--- src/hdl/touch_sample_calibrate_scale_defines.svh ---
// Assertion macros shared by the touch sample calibration block.
// Included by the modules that carry concurrent assertions; no dependencies.
`ifndef TOUCH_SAMPLE_CALIBRATE_SCALE_DEFINES_SVH
`define TOUCH_SAMPLE_CALIBRATE_SCALE_DEFINES_SVH

// Same-cycle implication, disabled while reset is asserted.
`define TSCS_ASSERT_NOW(label, clk, rst_n, ante, cons, msg) \
    label: assert property (@(posedge clk) disable iff (!(rst_n)) (ante) |-> (cons)) \
        else $error(msg);

// Next-cycle implication, disabled while reset is asserted.
`define TSCS_ASSERT_NEXT(label, clk, rst_n, ante, cons, msg) \
    label: assert property (@(posedge clk) disable iff (!(rst_n)) (ante) |=> (cons)) \
        else $error(msg);

`endif

--- src/hdl/tscs_pkg.sv ---
// Package for the touch sample calibration block: widths, register map,
// status codes and the structs passed between its modules. No dependencies.
package tscs_pkg;

    localparam int CFG_W  = 10;
    localparam int ADDR_W = 5;
    localparam int DATA_W = 32;
    localparam int PAD_W  = DATA_W - CFG_W;
    localparam int OFS_W  = CFG_W + 1;

    localparam int X_SHIFT   = 7;
    localparam int Y_SHIFT   = 6;
    localparam int DIV_NUM_W = CFG_W + X_SHIFT;
    localparam int DIV_DEN_W = CFG_W;
    localparam int X_PIX_W   = 7;
    localparam int Y_PIX_W   = 6;

    localparam logic [2:0] REG_PRESS_THRESHOLD = 3'd0;
    localparam logic [2:0] REG_JUMP_LIMIT      = 3'd1;
    localparam logic [2:0] REG_X_LOW_CAL       = 3'd2;
    localparam logic [2:0] REG_X_HIGH_CAL      = 3'd3;
    localparam logic [2:0] REG_Y_LOW_CAL       = 3'd4;
    localparam logic [2:0] REG_Y_HIGH_CAL      = 3'd5;

    localparam logic [CFG_W-1:0] RST_PRESS_THRESHOLD = 10'd900;
    localparam logic [CFG_W-1:0] RST_JUMP_LIMIT      = 10'd50;
    localparam logic [CFG_W-1:0] RST_X_LOW_CAL       = 10'd0;
    localparam logic [CFG_W-1:0] RST_X_HIGH_CAL      = 10'd1023;
    localparam logic [CFG_W-1:0] RST_Y_LOW_CAL       = 10'd0;
    localparam logic [CFG_W-1:0] RST_Y_HIGH_CAL      = 10'd1023;

    localparam logic [1:0] ST_NO_PRESS  = 2'd0;
    localparam logic [1:0] ST_JUMP      = 2'd1;
    localparam logic [1:0] ST_OFFSCREEN = 2'd2;
    localparam logic [1:0] ST_ACCEPTED  = 2'd3;

    typedef struct packed {
        logic [CFG_W-1:0] press_threshold;
        logic [CFG_W-1:0] jump_limit;
        logic [CFG_W-1:0] x_low_cal;
        logic [CFG_W-1:0] x_high_cal;
        logic [CFG_W-1:0] y_low_cal;
        logic [CFG_W-1:0] y_high_cal;
    } t_cfg;

    typedef struct packed {
        logic                 start;
        logic [DIV_NUM_W-1:0] dividend;
        logic [DIV_DEN_W-1:0] divisor;
    } t_div_req;

    typedef struct packed {
        logic                 done;
        logic [DIV_NUM_W-1:0] quotient;
    } t_div_rsp;

endpackage

--- src/hdl/touch_sample_calibrate_scale.sv ---
// Top level of the touch sample calibration block: sequencer, offset and jump
// check, and output register. Uses tscs_pkg, tscs_regs, tscs_div and the defines header.
//
//   channel  direction  handshake                 payload
//   input    in         i_in_valid / o_in_stall   press_first, press_second, x_raw, y_raw
//   output   out        o_out_valid / i_out_stall status, x_pixel, y_pixel
//   config   in         psel/penable/pwrite/pready paddr, pwdata, prdata
//
// Input is taken only in the idle state: an item passes the check, the X and Y divisions
// and the output state before the next input transfer; one that ends at the press, jump or
// range check skips both divisions, and one whose column overflows skips the Y division.
// The single divider yields one quotient bit per cycle, a 17-bit quotient per axis, X then Y.
// Reset is synchronous and returns the registers and stored offsets to their defaults.
// A stalled result holds the sequencer in its final state until the output register frees.
`include "touch_sample_calibrate_scale_defines.svh"

module touch_sample_calibrate_scale (
    input  logic                         i_clk,
    input  logic                         i_rst_n,
    input  logic                         i_in_valid,
    output logic                         o_in_stall,
    input  logic [tscs_pkg::CFG_W-1:0]   i_press_first,
    input  logic [tscs_pkg::CFG_W-1:0]   i_press_second,
    input  logic [tscs_pkg::CFG_W-1:0]   i_x_raw,
    input  logic [tscs_pkg::CFG_W-1:0]   i_y_raw,
    output logic                         o_out_valid,
    input  logic                         i_out_stall,
    output logic [1:0]                   o_status,
    output logic [tscs_pkg::X_PIX_W-1:0] o_x_pixel,
    output logic [tscs_pkg::Y_PIX_W-1:0] o_y_pixel,
    input  logic                         psel,
    input  logic                         penable,
    input  logic                         pwrite,
    input  logic [tscs_pkg::ADDR_W-1:0]  paddr,
    input  logic [tscs_pkg::DATA_W-1:0]  pwdata,
    output logic [tscs_pkg::DATA_W-1:0]  prdata,
    output logic                         pready
);

    localparam logic [2:0] S_IDLE  = 3'd0;
    localparam logic [2:0] S_CHECK = 3'd1;
    localparam logic [2:0] S_DIVX  = 3'd2;
    localparam logic [2:0] S_DIVY  = 3'd3;
    localparam logic [2:0] S_OUT   = 3'd4;

    localparam int OW = tscs_pkg::OFS_W;
    localparam int CW = tscs_pkg::CFG_W;
    localparam int NW = tscs_pkg::DIV_NUM_W;
    localparam int XW = tscs_pkg::X_PIX_W;
    localparam int YW = tscs_pkg::Y_PIX_W;
    localparam logic [NW-1:0] Q_ROWS = NW'(1 << tscs_pkg::Y_SHIFT);
    localparam logic [XW-1:0] ROWS   = XW'(1 << tscs_pkg::Y_SHIFT);

    tscs_pkg::t_cfg     w_cfg;
    tscs_pkg::t_div_req w_div_req;
    tscs_pkg::t_div_rsp w_div_rsp;

    logic [2:0]    r_state;
    logic [CW-1:0] r_p1;
    logic [CW-1:0] r_p2;
    logic [CW-1:0] r_xr;
    logic [CW-1:0] r_yr;
    logic [OW-1:0] r_last_x;
    logic [OW-1:0] r_last_y;
    logic [CW-1:0] r_yo;
    logic [CW-1:0] r_ys;
    logic [XW-1:0] r_col;
    logic [1:0]    r_res_status;
    logic [XW-1:0] r_res_x;
    logic [YW-1:0] r_res_y;
    logic          r_out_valid;
    logic [1:0]    r_out_status;
    logic [XW-1:0] r_out_x;
    logic [YW-1:0] r_out_y;

    logic          w_in_xfer;
    logic          w_out_load;
    logic          w_press;
    logic [OW-1:0] w_xo;
    logic [OW-1:0] w_yo;
    logic [OW-1:0] w_xs;
    logic [OW-1:0] w_ys;
    logic [OW:0]   w_dx;
    logic [OW:0]   w_dy;
    logic [OW:0]   w_adx;
    logic [OW:0]   w_ady;
    logic          w_jump;
    logic          w_bad;
    logic          w_col_ok;
    logic          w_q_ok;
    logic [XW-1:0] w_row;

    tscs_regs u_regs (
        .i_clk   (i_clk),
        .i_rst_n (i_rst_n),
        .psel    (psel),
        .penable (penable),
        .pwrite  (pwrite),
        .paddr   (paddr),
        .pwdata  (pwdata),
        .prdata  (prdata),
        .pready  (pready),
        .o_cfg   (w_cfg)
    );

    tscs_div u_div (
        .i_clk   (i_clk),
        .i_rst_n (i_rst_n),
        .i_req   (w_div_req),
        .o_rsp   (w_div_rsp)
    );

    assign o_in_stall = (r_state != S_IDLE);
    assign w_in_xfer  = i_in_valid && !o_in_stall;
    assign w_out_load = (r_state == S_OUT) && (!r_out_valid || !i_out_stall);

    assign w_press = (r_p1 > w_cfg.press_threshold) && (r_p2 > w_cfg.press_threshold);
    assign w_xo    = {1'b0, r_xr} - {1'b0, w_cfg.x_low_cal};
    assign w_yo    = {1'b0, r_yr} - {1'b0, w_cfg.y_low_cal};
    assign w_xs    = {1'b0, w_cfg.x_high_cal} - {1'b0, w_cfg.x_low_cal};
    assign w_ys    = {1'b0, w_cfg.y_high_cal} - {1'b0, w_cfg.y_low_cal};

    assign w_dx   = {w_xo[OW-1], w_xo} - {r_last_x[OW-1], r_last_x};
    assign w_dy   = {w_yo[OW-1], w_yo} - {r_last_y[OW-1], r_last_y};
    assign w_adx  = w_dx[OW] ? ((OW+1)'(0) - w_dx) : w_dx;
    assign w_ady  = w_dy[OW] ? ((OW+1)'(0) - w_dy) : w_dy;
    assign w_jump = (w_adx > {2'b00, w_cfg.jump_limit}) ||
                    (w_ady > {2'b00, w_cfg.jump_limit});

    assign w_bad = w_xo[OW-1] || w_yo[OW-1] || w_xs[OW-1] || (w_xs == '0) ||
                   w_ys[OW-1] || (w_ys == '0);

    assign w_col_ok = (w_div_rsp.quotient[NW-1:XW] == '0);
    assign w_q_ok   = (w_div_rsp.quotient != '0) && (w_div_rsp.quotient <= Q_ROWS);
    assign w_row    = ROWS - w_div_rsp.quotient[XW-1:0];

    always_comb begin
        w_div_req.start    = 1'b0;
        w_div_req.dividend = {w_xo[CW-1:0], {tscs_pkg::X_SHIFT{1'b0}}};
        w_div_req.divisor  = w_xs[CW-1:0];
        if (r_state == S_CHECK) begin
            w_div_req.start = w_press && !w_jump && !w_bad;
        end else if (r_state == S_DIVX) begin
            w_div_req.start    = w_div_rsp.done && w_col_ok;
            w_div_req.dividend = NW'({r_yo, {tscs_pkg::Y_SHIFT{1'b0}}});
            w_div_req.divisor  = r_ys;
        end
    end

    always_ff @(posedge i_clk) begin
        if (!i_rst_n) begin
            r_state     <= S_IDLE;
            r_last_x    <= '0;
            r_last_y    <= '0;
            r_out_valid <= 1'b0;
        end else begin
            unique case (r_state)
                S_IDLE: begin
                    if (w_in_xfer) begin
                        r_state <= S_CHECK;
                    end
                end
                S_CHECK: begin
                    if (w_press) begin
                        r_last_x <= w_xo;
                        r_last_y <= w_yo;
                    end
                    r_state <= w_div_req.start ? S_DIVX : S_OUT;
                end
                S_DIVX: begin
                    if (w_div_rsp.done) begin
                        r_state <= w_col_ok ? S_DIVY : S_OUT;
                    end
                end
                S_DIVY: begin
                    if (w_div_rsp.done) begin
                        r_state <= S_OUT;
                    end
                end
                S_OUT: begin
                    if (w_out_load) begin
                        r_state <= S_IDLE;
                    end
                end
                default: r_state <= S_IDLE;
            endcase
            if (w_out_load) begin
                r_out_valid <= 1'b1;
            end else if (!i_out_stall) begin
                r_out_valid <= 1'b0;
            end
        end
    end

    always_ff @(posedge i_clk) begin
        if (w_in_xfer) begin
            r_p1 <= i_press_first;
            r_p2 <= i_press_second;
            r_xr <= i_x_raw;
            r_yr <= i_y_raw;
        end
        if (r_state == S_CHECK) begin
            r_yo    <= w_yo[CW-1:0];
            r_ys    <= w_ys[CW-1:0];
            r_res_x <= '0;
            r_res_y <= '0;
            priority if (!w_press) begin
                r_res_status <= tscs_pkg::ST_NO_PRESS;
            end else if (w_jump) begin
                r_res_status <= tscs_pkg::ST_JUMP;
            end else begin
                r_res_status <= tscs_pkg::ST_OFFSCREEN;
            end
        end
        if ((r_state == S_DIVX) && w_div_rsp.done) begin
            r_col <= w_div_rsp.quotient[XW-1:0];
        end
        if ((r_state == S_DIVY) && w_div_rsp.done && w_q_ok) begin
            r_res_status <= tscs_pkg::ST_ACCEPTED;
            r_res_x      <= r_col;
            r_res_y      <= w_row[YW-1:0];
        end
        if (w_out_load) begin
            r_out_status <= r_res_status;
            r_out_x      <= r_res_x;
            r_out_y      <= r_res_y;
        end
    end

    assign o_out_valid = r_out_valid;
    assign o_status    = r_out_status;
    assign o_x_pixel   = r_out_x;
    assign o_y_pixel   = r_out_y;

    `TSCS_ASSERT_NEXT(a_accept_to_check, i_clk, i_rst_n, w_in_xfer, r_state == S_CHECK, "transfer did not start the check step")
    `TSCS_ASSERT_NOW(a_div_done_in_div, i_clk, i_rst_n, w_div_rsp.done, (r_state == S_DIVX) || (r_state == S_DIVY), "divider finished outside a divide state")
    `TSCS_ASSERT_NOW(a_pixels_zero, i_clk, i_rst_n, o_out_valid && (o_status != tscs_pkg::ST_ACCEPTED), (o_x_pixel == '0) && (o_y_pixel == '0), "pixels not zero on a rejected result")
    `TSCS_ASSERT_NOW(a_load_from_out, i_clk, i_rst_n, $rose(r_out_valid), $past(r_state) == S_OUT, "result loaded outside the output state")

endmodule

--- src/hdl/tscs_regs.sv ---
// Configuration register file with an APB-style write and read port.
// Depends on tscs_pkg for the register map, reset values and t_cfg.
module tscs_regs (
    input  logic                        i_clk,
    input  logic                        i_rst_n,
    input  logic                        psel,
    input  logic                        penable,
    input  logic                        pwrite,
    input  logic [tscs_pkg::ADDR_W-1:0] paddr,
    input  logic [tscs_pkg::DATA_W-1:0] pwdata,
    output logic [tscs_pkg::DATA_W-1:0] prdata,
    output logic                        pready,
    output tscs_pkg::t_cfg              o_cfg
);

    tscs_pkg::t_cfg              r_cfg;
    logic [2:0]                  w_idx;
    logic                        w_wr;
    logic [tscs_pkg::CFG_W-1:0]  w_wdata;
    logic [tscs_pkg::CFG_W-1:0]  w_rval;

    assign w_idx   = paddr[tscs_pkg::ADDR_W-1:2];
    assign w_wr    = psel && penable && pwrite;
    assign w_wdata = pwdata[tscs_pkg::CFG_W-1:0];
    assign pready  = 1'b1;
    assign o_cfg   = r_cfg;

    always_ff @(posedge i_clk) begin
        if (!i_rst_n) begin
            r_cfg.press_threshold <= tscs_pkg::RST_PRESS_THRESHOLD;
            r_cfg.jump_limit      <= tscs_pkg::RST_JUMP_LIMIT;
            r_cfg.x_low_cal       <= tscs_pkg::RST_X_LOW_CAL;
            r_cfg.x_high_cal      <= tscs_pkg::RST_X_HIGH_CAL;
            r_cfg.y_low_cal       <= tscs_pkg::RST_Y_LOW_CAL;
            r_cfg.y_high_cal      <= tscs_pkg::RST_Y_HIGH_CAL;
        end else if (w_wr) begin
            unique case (w_idx)
                tscs_pkg::REG_PRESS_THRESHOLD: r_cfg.press_threshold <= w_wdata;
                tscs_pkg::REG_JUMP_LIMIT:      r_cfg.jump_limit      <= w_wdata;
                tscs_pkg::REG_X_LOW_CAL:       r_cfg.x_low_cal       <= w_wdata;
                tscs_pkg::REG_X_HIGH_CAL:      r_cfg.x_high_cal      <= w_wdata;
                tscs_pkg::REG_Y_LOW_CAL:       r_cfg.y_low_cal       <= w_wdata;
                tscs_pkg::REG_Y_HIGH_CAL:      r_cfg.y_high_cal      <= w_wdata;
                default: begin
                end
            endcase
        end
    end

    always_comb begin
        unique case (w_idx)
            tscs_pkg::REG_PRESS_THRESHOLD: w_rval = r_cfg.press_threshold;
            tscs_pkg::REG_JUMP_LIMIT:      w_rval = r_cfg.jump_limit;
            tscs_pkg::REG_X_LOW_CAL:       w_rval = r_cfg.x_low_cal;
            tscs_pkg::REG_X_HIGH_CAL:      w_rval = r_cfg.x_high_cal;
            tscs_pkg::REG_Y_LOW_CAL:       w_rval = r_cfg.y_low_cal;
            tscs_pkg::REG_Y_HIGH_CAL:      w_rval = r_cfg.y_high_cal;
            default:                       w_rval = '0;
        endcase
    end

    assign prdata = {{tscs_pkg::PAD_W{1'b0}}, w_rval};

endmodule

--- src/hdl/tscs_div.sv ---
// Shared restoring divider: one quotient bit per cycle, one division at a time.
// Depends on tscs_pkg for the operand widths and the request/response structs.
module tscs_div (
    input  logic               i_clk,
    input  logic               i_rst_n,
    input  tscs_pkg::t_div_req i_req,
    output tscs_pkg::t_div_rsp o_rsp
);

    localparam int CNT_W = $clog2(tscs_pkg::DIV_NUM_W);
    localparam logic [CNT_W-1:0] LAST = CNT_W'(tscs_pkg::DIV_NUM_W - 1);

    logic                             r_busy;
    logic                             r_done;
    logic [CNT_W-1:0]                 r_cnt;
    logic [tscs_pkg::DIV_DEN_W-1:0]   r_rem;
    logic [tscs_pkg::DIV_DEN_W-1:0]   r_den;
    logic [tscs_pkg::DIV_NUM_W-1:0]   r_quo;
    logic [tscs_pkg::DIV_DEN_W:0]     w_shift;
    logic [tscs_pkg::DIV_DEN_W:0]     w_diff;
    logic                             w_ge;

    assign w_shift = {r_rem, r_quo[tscs_pkg::DIV_NUM_W-1]};
    assign w_ge    = w_shift >= {1'b0, r_den};
    assign w_diff  = w_shift - {1'b0, r_den};

    always_ff @(posedge i_clk) begin
        if (!i_rst_n) begin
            r_busy <= 1'b0;
            r_done <= 1'b0;
            r_cnt  <= '0;
        end else begin
            r_done <= 1'b0;
            if (i_req.start) begin
                r_busy <= 1'b1;
                r_cnt  <= '0;
            end else if (r_busy) begin
                r_cnt <= r_cnt + 1'b1;
                if (r_cnt == LAST) begin
                    r_busy <= 1'b0;
                    r_done <= 1'b1;
                end
            end
        end
    end

    always_ff @(posedge i_clk) begin
        if (i_req.start) begin
            r_rem <= '0;
            r_den <= i_req.divisor;
            r_quo <= i_req.dividend;
        end else if (r_busy) begin
            r_rem <= w_ge ? w_diff[tscs_pkg::DIV_DEN_W-1:0]
                          : w_shift[tscs_pkg::DIV_DEN_W-1:0];
            r_quo <= {r_quo[tscs_pkg::DIV_NUM_W-2:0], w_ge};
        end
    end

    assign o_rsp.done     = r_done;
    assign o_rsp.quotient = r_quo;

endmodule

--- config.mk ---
export PLATFORM = sky130hd
export DESIGN_NAME = touch_sample_calibrate_scale
export DESIGN_NICKNAME = d
export VERILOG_FILES = /design/src/hdl/tscs_pkg.sv /design/src/hdl/touch_sample_calibrate_scale.sv /design/src/hdl/tscs_regs.sv /design/src/hdl/tscs_div.sv
export VERILOG_INCLUDE_DIRS = /design/src /design/src/hdl
export SDC_FILE = /design/constraint.sdc
export NUM_CORES = 1
export LEC_CHECK = 0
export BUFFER_PORTS_ARGS = -buffer_cell sky130_fd_sc_hd__buf_2
export CAP_MARGIN = 20
export CORE_MARGIN = 2
export CORE_UTILIZATION = 35
export CTS_CLUSTER_DIAMETER = 200
export CTS_CLUSTER_SIZE = 8
export DETAILED_ROUTE_END_ITERATION = 10
export GPL_TIMING_DRIVEN = 1
export PLACE_DENSITY = 0.56
export SETUP_SLACK_MARGIN = 0.15
export SYNTH_ARGS = -nofsm -noshare
export SYNTH_HDL_FRONTEND = slang
export SYNTH_SLANG_ARGS = --single-unit
export TNS_END_PERCENT = 5
--- constraint.sdc ---
create_clock -name i_clk -period 15.2 [get_ports i_clk]
set_input_delay 0.76 -clock i_clk [delete_from_list [all_inputs] [get_ports i_clk]]
set_output_delay 0.76 -clock i_clk [all_outputs]
set_load 0.05 [all_outputs]
==> flow_summary.yaml <==
synth:
  synth_warnings: 0
  synthArstFlopShare: 0
  ys.flop_type: "edfxtp_1"
  ys_seq_area_frac: 0.417
  synth_seq_cells: 227
  syn_inst: 1435
  synth_edf_count: 122
  ys_types: 83
  syn_avg_cell_area_um2: 9.63
  synth_area_mm2: 0.0138
worst_hold_path:
  min-delay-start: "r_res_x[4]"
  min_to: "o_x_pixel[4]"
  hold_class: "register to register"
  whs_path_depth: 0
sta:
  setup_violations: 0
  min_period_over_period: 0.494
  fin_skew_ns: 0.0205
  maxSlewViolCount: 0
  hold_viol_final: 0
  fin_crit_ns: 7.51
  fmax_ghz: 0.133
  max_slew_margin: 0.316
  fin_setup_tns_ns: 0
  rsz0062_at_grt: "no"
  setup_slack_ns: 7.69
  tightest_slew_ns: 1.02
final_layout:
  layout_common_cells: "152 x nand2_1, 122 x edfxtp_1, 117 x ha_1, 114 x inv_1, 105 x dfxtp_1"
  num-fill-cells: 3829
  syn_to_final_growth_pct: 13.7
  nets: 1729
  final_common_cell: "nand2_1"
  drive_above_1_share: 0.119
  fin_area_mm2: 0.0157
  diodes: 0
clock_tree:
  cts_hold_buffers: 0
  insertion_delay_ns: 0.52
  cts.sinks: 227
  cts.clk_slew.worst_paths_ns: 0.05
  ctsResizeCount: 0
  htree_levels: 2
  clockRootBuffer: "clkbuf_16"
  tritoncts: "yes"
  post-cts-setup-buffers: 0
  numCtsBuffers: 34
  clk_path_buf_depth: 3
setup_path:
  r2r-end: "u_div.r_quo[4]"
  cp_data_arrival_time_ns: 7.63
  critPathKind: "register to register"
  required_ns: 15.33
  r2r_start: "u_regs.o_cfg[31]"
  endpoint_kind: "register"
  r2r_cells: 25
  worstSetupStartpointType: "register"
  path_max_fanout: 17
  r2r_setup_slack_ns: 7.69
placed_design:
  hpwl_um: 26000
  dp_slack_ns: 7.50
  place_area_mm2: 0.0147
  port_buffers: 86
  place_congestion: 0.851
global_routing:
  grt_pass1_wl_um: 54200
  grt_pass1_vias: 9961
  met1_usage: 0.227
  use_met3: 0.0263
  grt.busiest_layer: "met2"
  grt_max_degree: 95
  grt_overflow: 0
  grt_use_total: 0.167
  met2_usage: 0.277
  antenna_found_initial: 0
routing:
  wire_per_inst_um: 16.7
  ant_nets: 0
  drc: 0
  dr.pass1.iters: 5
  drt-vias-per-instance: 5.04
  num_vias: 10400
  drtIter0Drc: 527
  routed_wl_um: 34500
floorplanning:
  fp.dieW_um: 203
  die_h_um: 203
  io_pins: 134
  initial_core_util: 0.356
  dieArea_mm2: 0.0411
  rows: 72
  core_mm2: 0.0388
power_and_ir_drop:
  cellPowerDensity_mw_per_mm2: 106
  ir_drop_uv: 75.3
  p_leak_uw: 0.00606
status:
  status: "finished, final reports clean"
job:
  cap_violations: 0
[per-layer routing]
| layer | share of wire | vias to the layer above |
|---|---|---|
| met5 | 0 | - |
| met4 | 0.022 | 0 |
| met3 | 0.044 | 53 |
| met2 | 0.46 | 242 |
| met1 | 0.47 | 4825 |
| li1 | - | 5268 |
[layout make-up]
type / instances / area (µm²) / share of cell area
Multi-Input combinational cell: 1043 / 7360 / 0.468
Sequential cell: 227 / 5770 / 0.367
Clock buffer: 56 / 955 / 0.0607
Tap cell: 518 / 648 / 0.0412
Timing Repair Buffer: 101 / 547 / 0.0348
Inverter: 114 / 428 / 0.0272
Clock inverter: 2 / 16.3 / 0.00103
[cell usage after synthesis (all sizes together), types with 28 or more instances]
master,count,area share
mux2i,58,0.043
inv,114,0.031
nor2b,60,0.027
ha,117,0.11
a21oi,45,0.016
nor2,101,0.027
nor3,28,0.011
xnor2,38,0.024
dfxtp,105,0.15
nand2,152,0.041
clkbuf,40,0.011
nand3,32,0.012
buf,32,0.016
edfxtp,122,0.27
o21ai,67,0.025
[worst max-delay path: stages, from the launching register on]
cell       delay [ns]
dfxtp_1          0.47
inv_1            0.11
ha_1             0.28
nor2b_1          0.11
o21ai_0          0.10
a21oi_1          0.28
o21bai_1         0.09
a21boi_0         0.26
nor2_1           0.09
xnor2_1          0.38
ha_1             0.39
a21oi_1          0.20
nand3_1          0.11
o31ai_1          0.34
nor2_1           0.10
o31ai_1          0.72
o21ai_0          0.27
xnor2_1          0.20
ha_1             0.22
a2111oi_0        0.46
a211oi_1         0.10
a221oi_1         0.30
a2bb2oi_1        0.27
o2111ai_2        0.38
o21ai_2          0.25
or2_1            0.64
[logic make-up after synthesis]
family | Yosys count | synth area share
AND/OR/NAND/NOR | 469 | 0.165
AO/OA/AOI/OAI | 292 | 0.148
flip-flops | 227 | 0.417
buffers and inverters | 186 | 0.0574
adder cells (fa/ha/maj) | 124 | 0.116
multiplexers | 73 | 0.0562
XOR/XNOR | 62 | 0.0393
other | 2 | 0.000543
[stage by stage]
step | utilization | instances | hold slack, ns | power, µW
after floorplan | - | 1456 | 0.400 | 916
after global placement | 0.379 | 2000 | 0.401 | 982
after detailed placement | 0.379 | 2000 | 0.405 | 988
after CTS | 0.404 | 2058 | 0.404 | 1690
after global routing | 0.405 | 2061 | 0.409 | 1750
final | 0.405 | 2061 | 0.414 | 1670
[how the worst max path moves through the flow]
stage                     start             end  cells past startpoint
6_report       u_regs.o_cfg[31]  u_div.r_quo[4]                     25
5_1_grt        u_regs.o_cfg[31]  u_div.r_quo[0]                     25
4_1_cts        u_regs.o_cfg[31]  u_div.r_den[5]                     24
3_5_place_dp   u_regs.o_cfg[31]  u_div.r_den[7]                     24
3_3_place_gp   u_regs.o_cfg[31]  u_div.r_den[7]                     26
2_1_floorplan  u_regs.o_cfg[31]  u_div.r_den[0]                     24
[state kept, by name (all words and copies together), names as in the netlist, 11 cells and up]
name and flops:
u_regs.o_cfg 60, r_last_y 11, u_div.r_quo 17, r_last_x 11
[report_power, final]
part | switching [µW] | internal [µW] | leakage, µW
registers | 6.97 | 662 | 0.00198
clock network | 269 | 425 | 0.000461
logic | 190 | 118 | 0.00362
(Power assumes the default switching activity.)
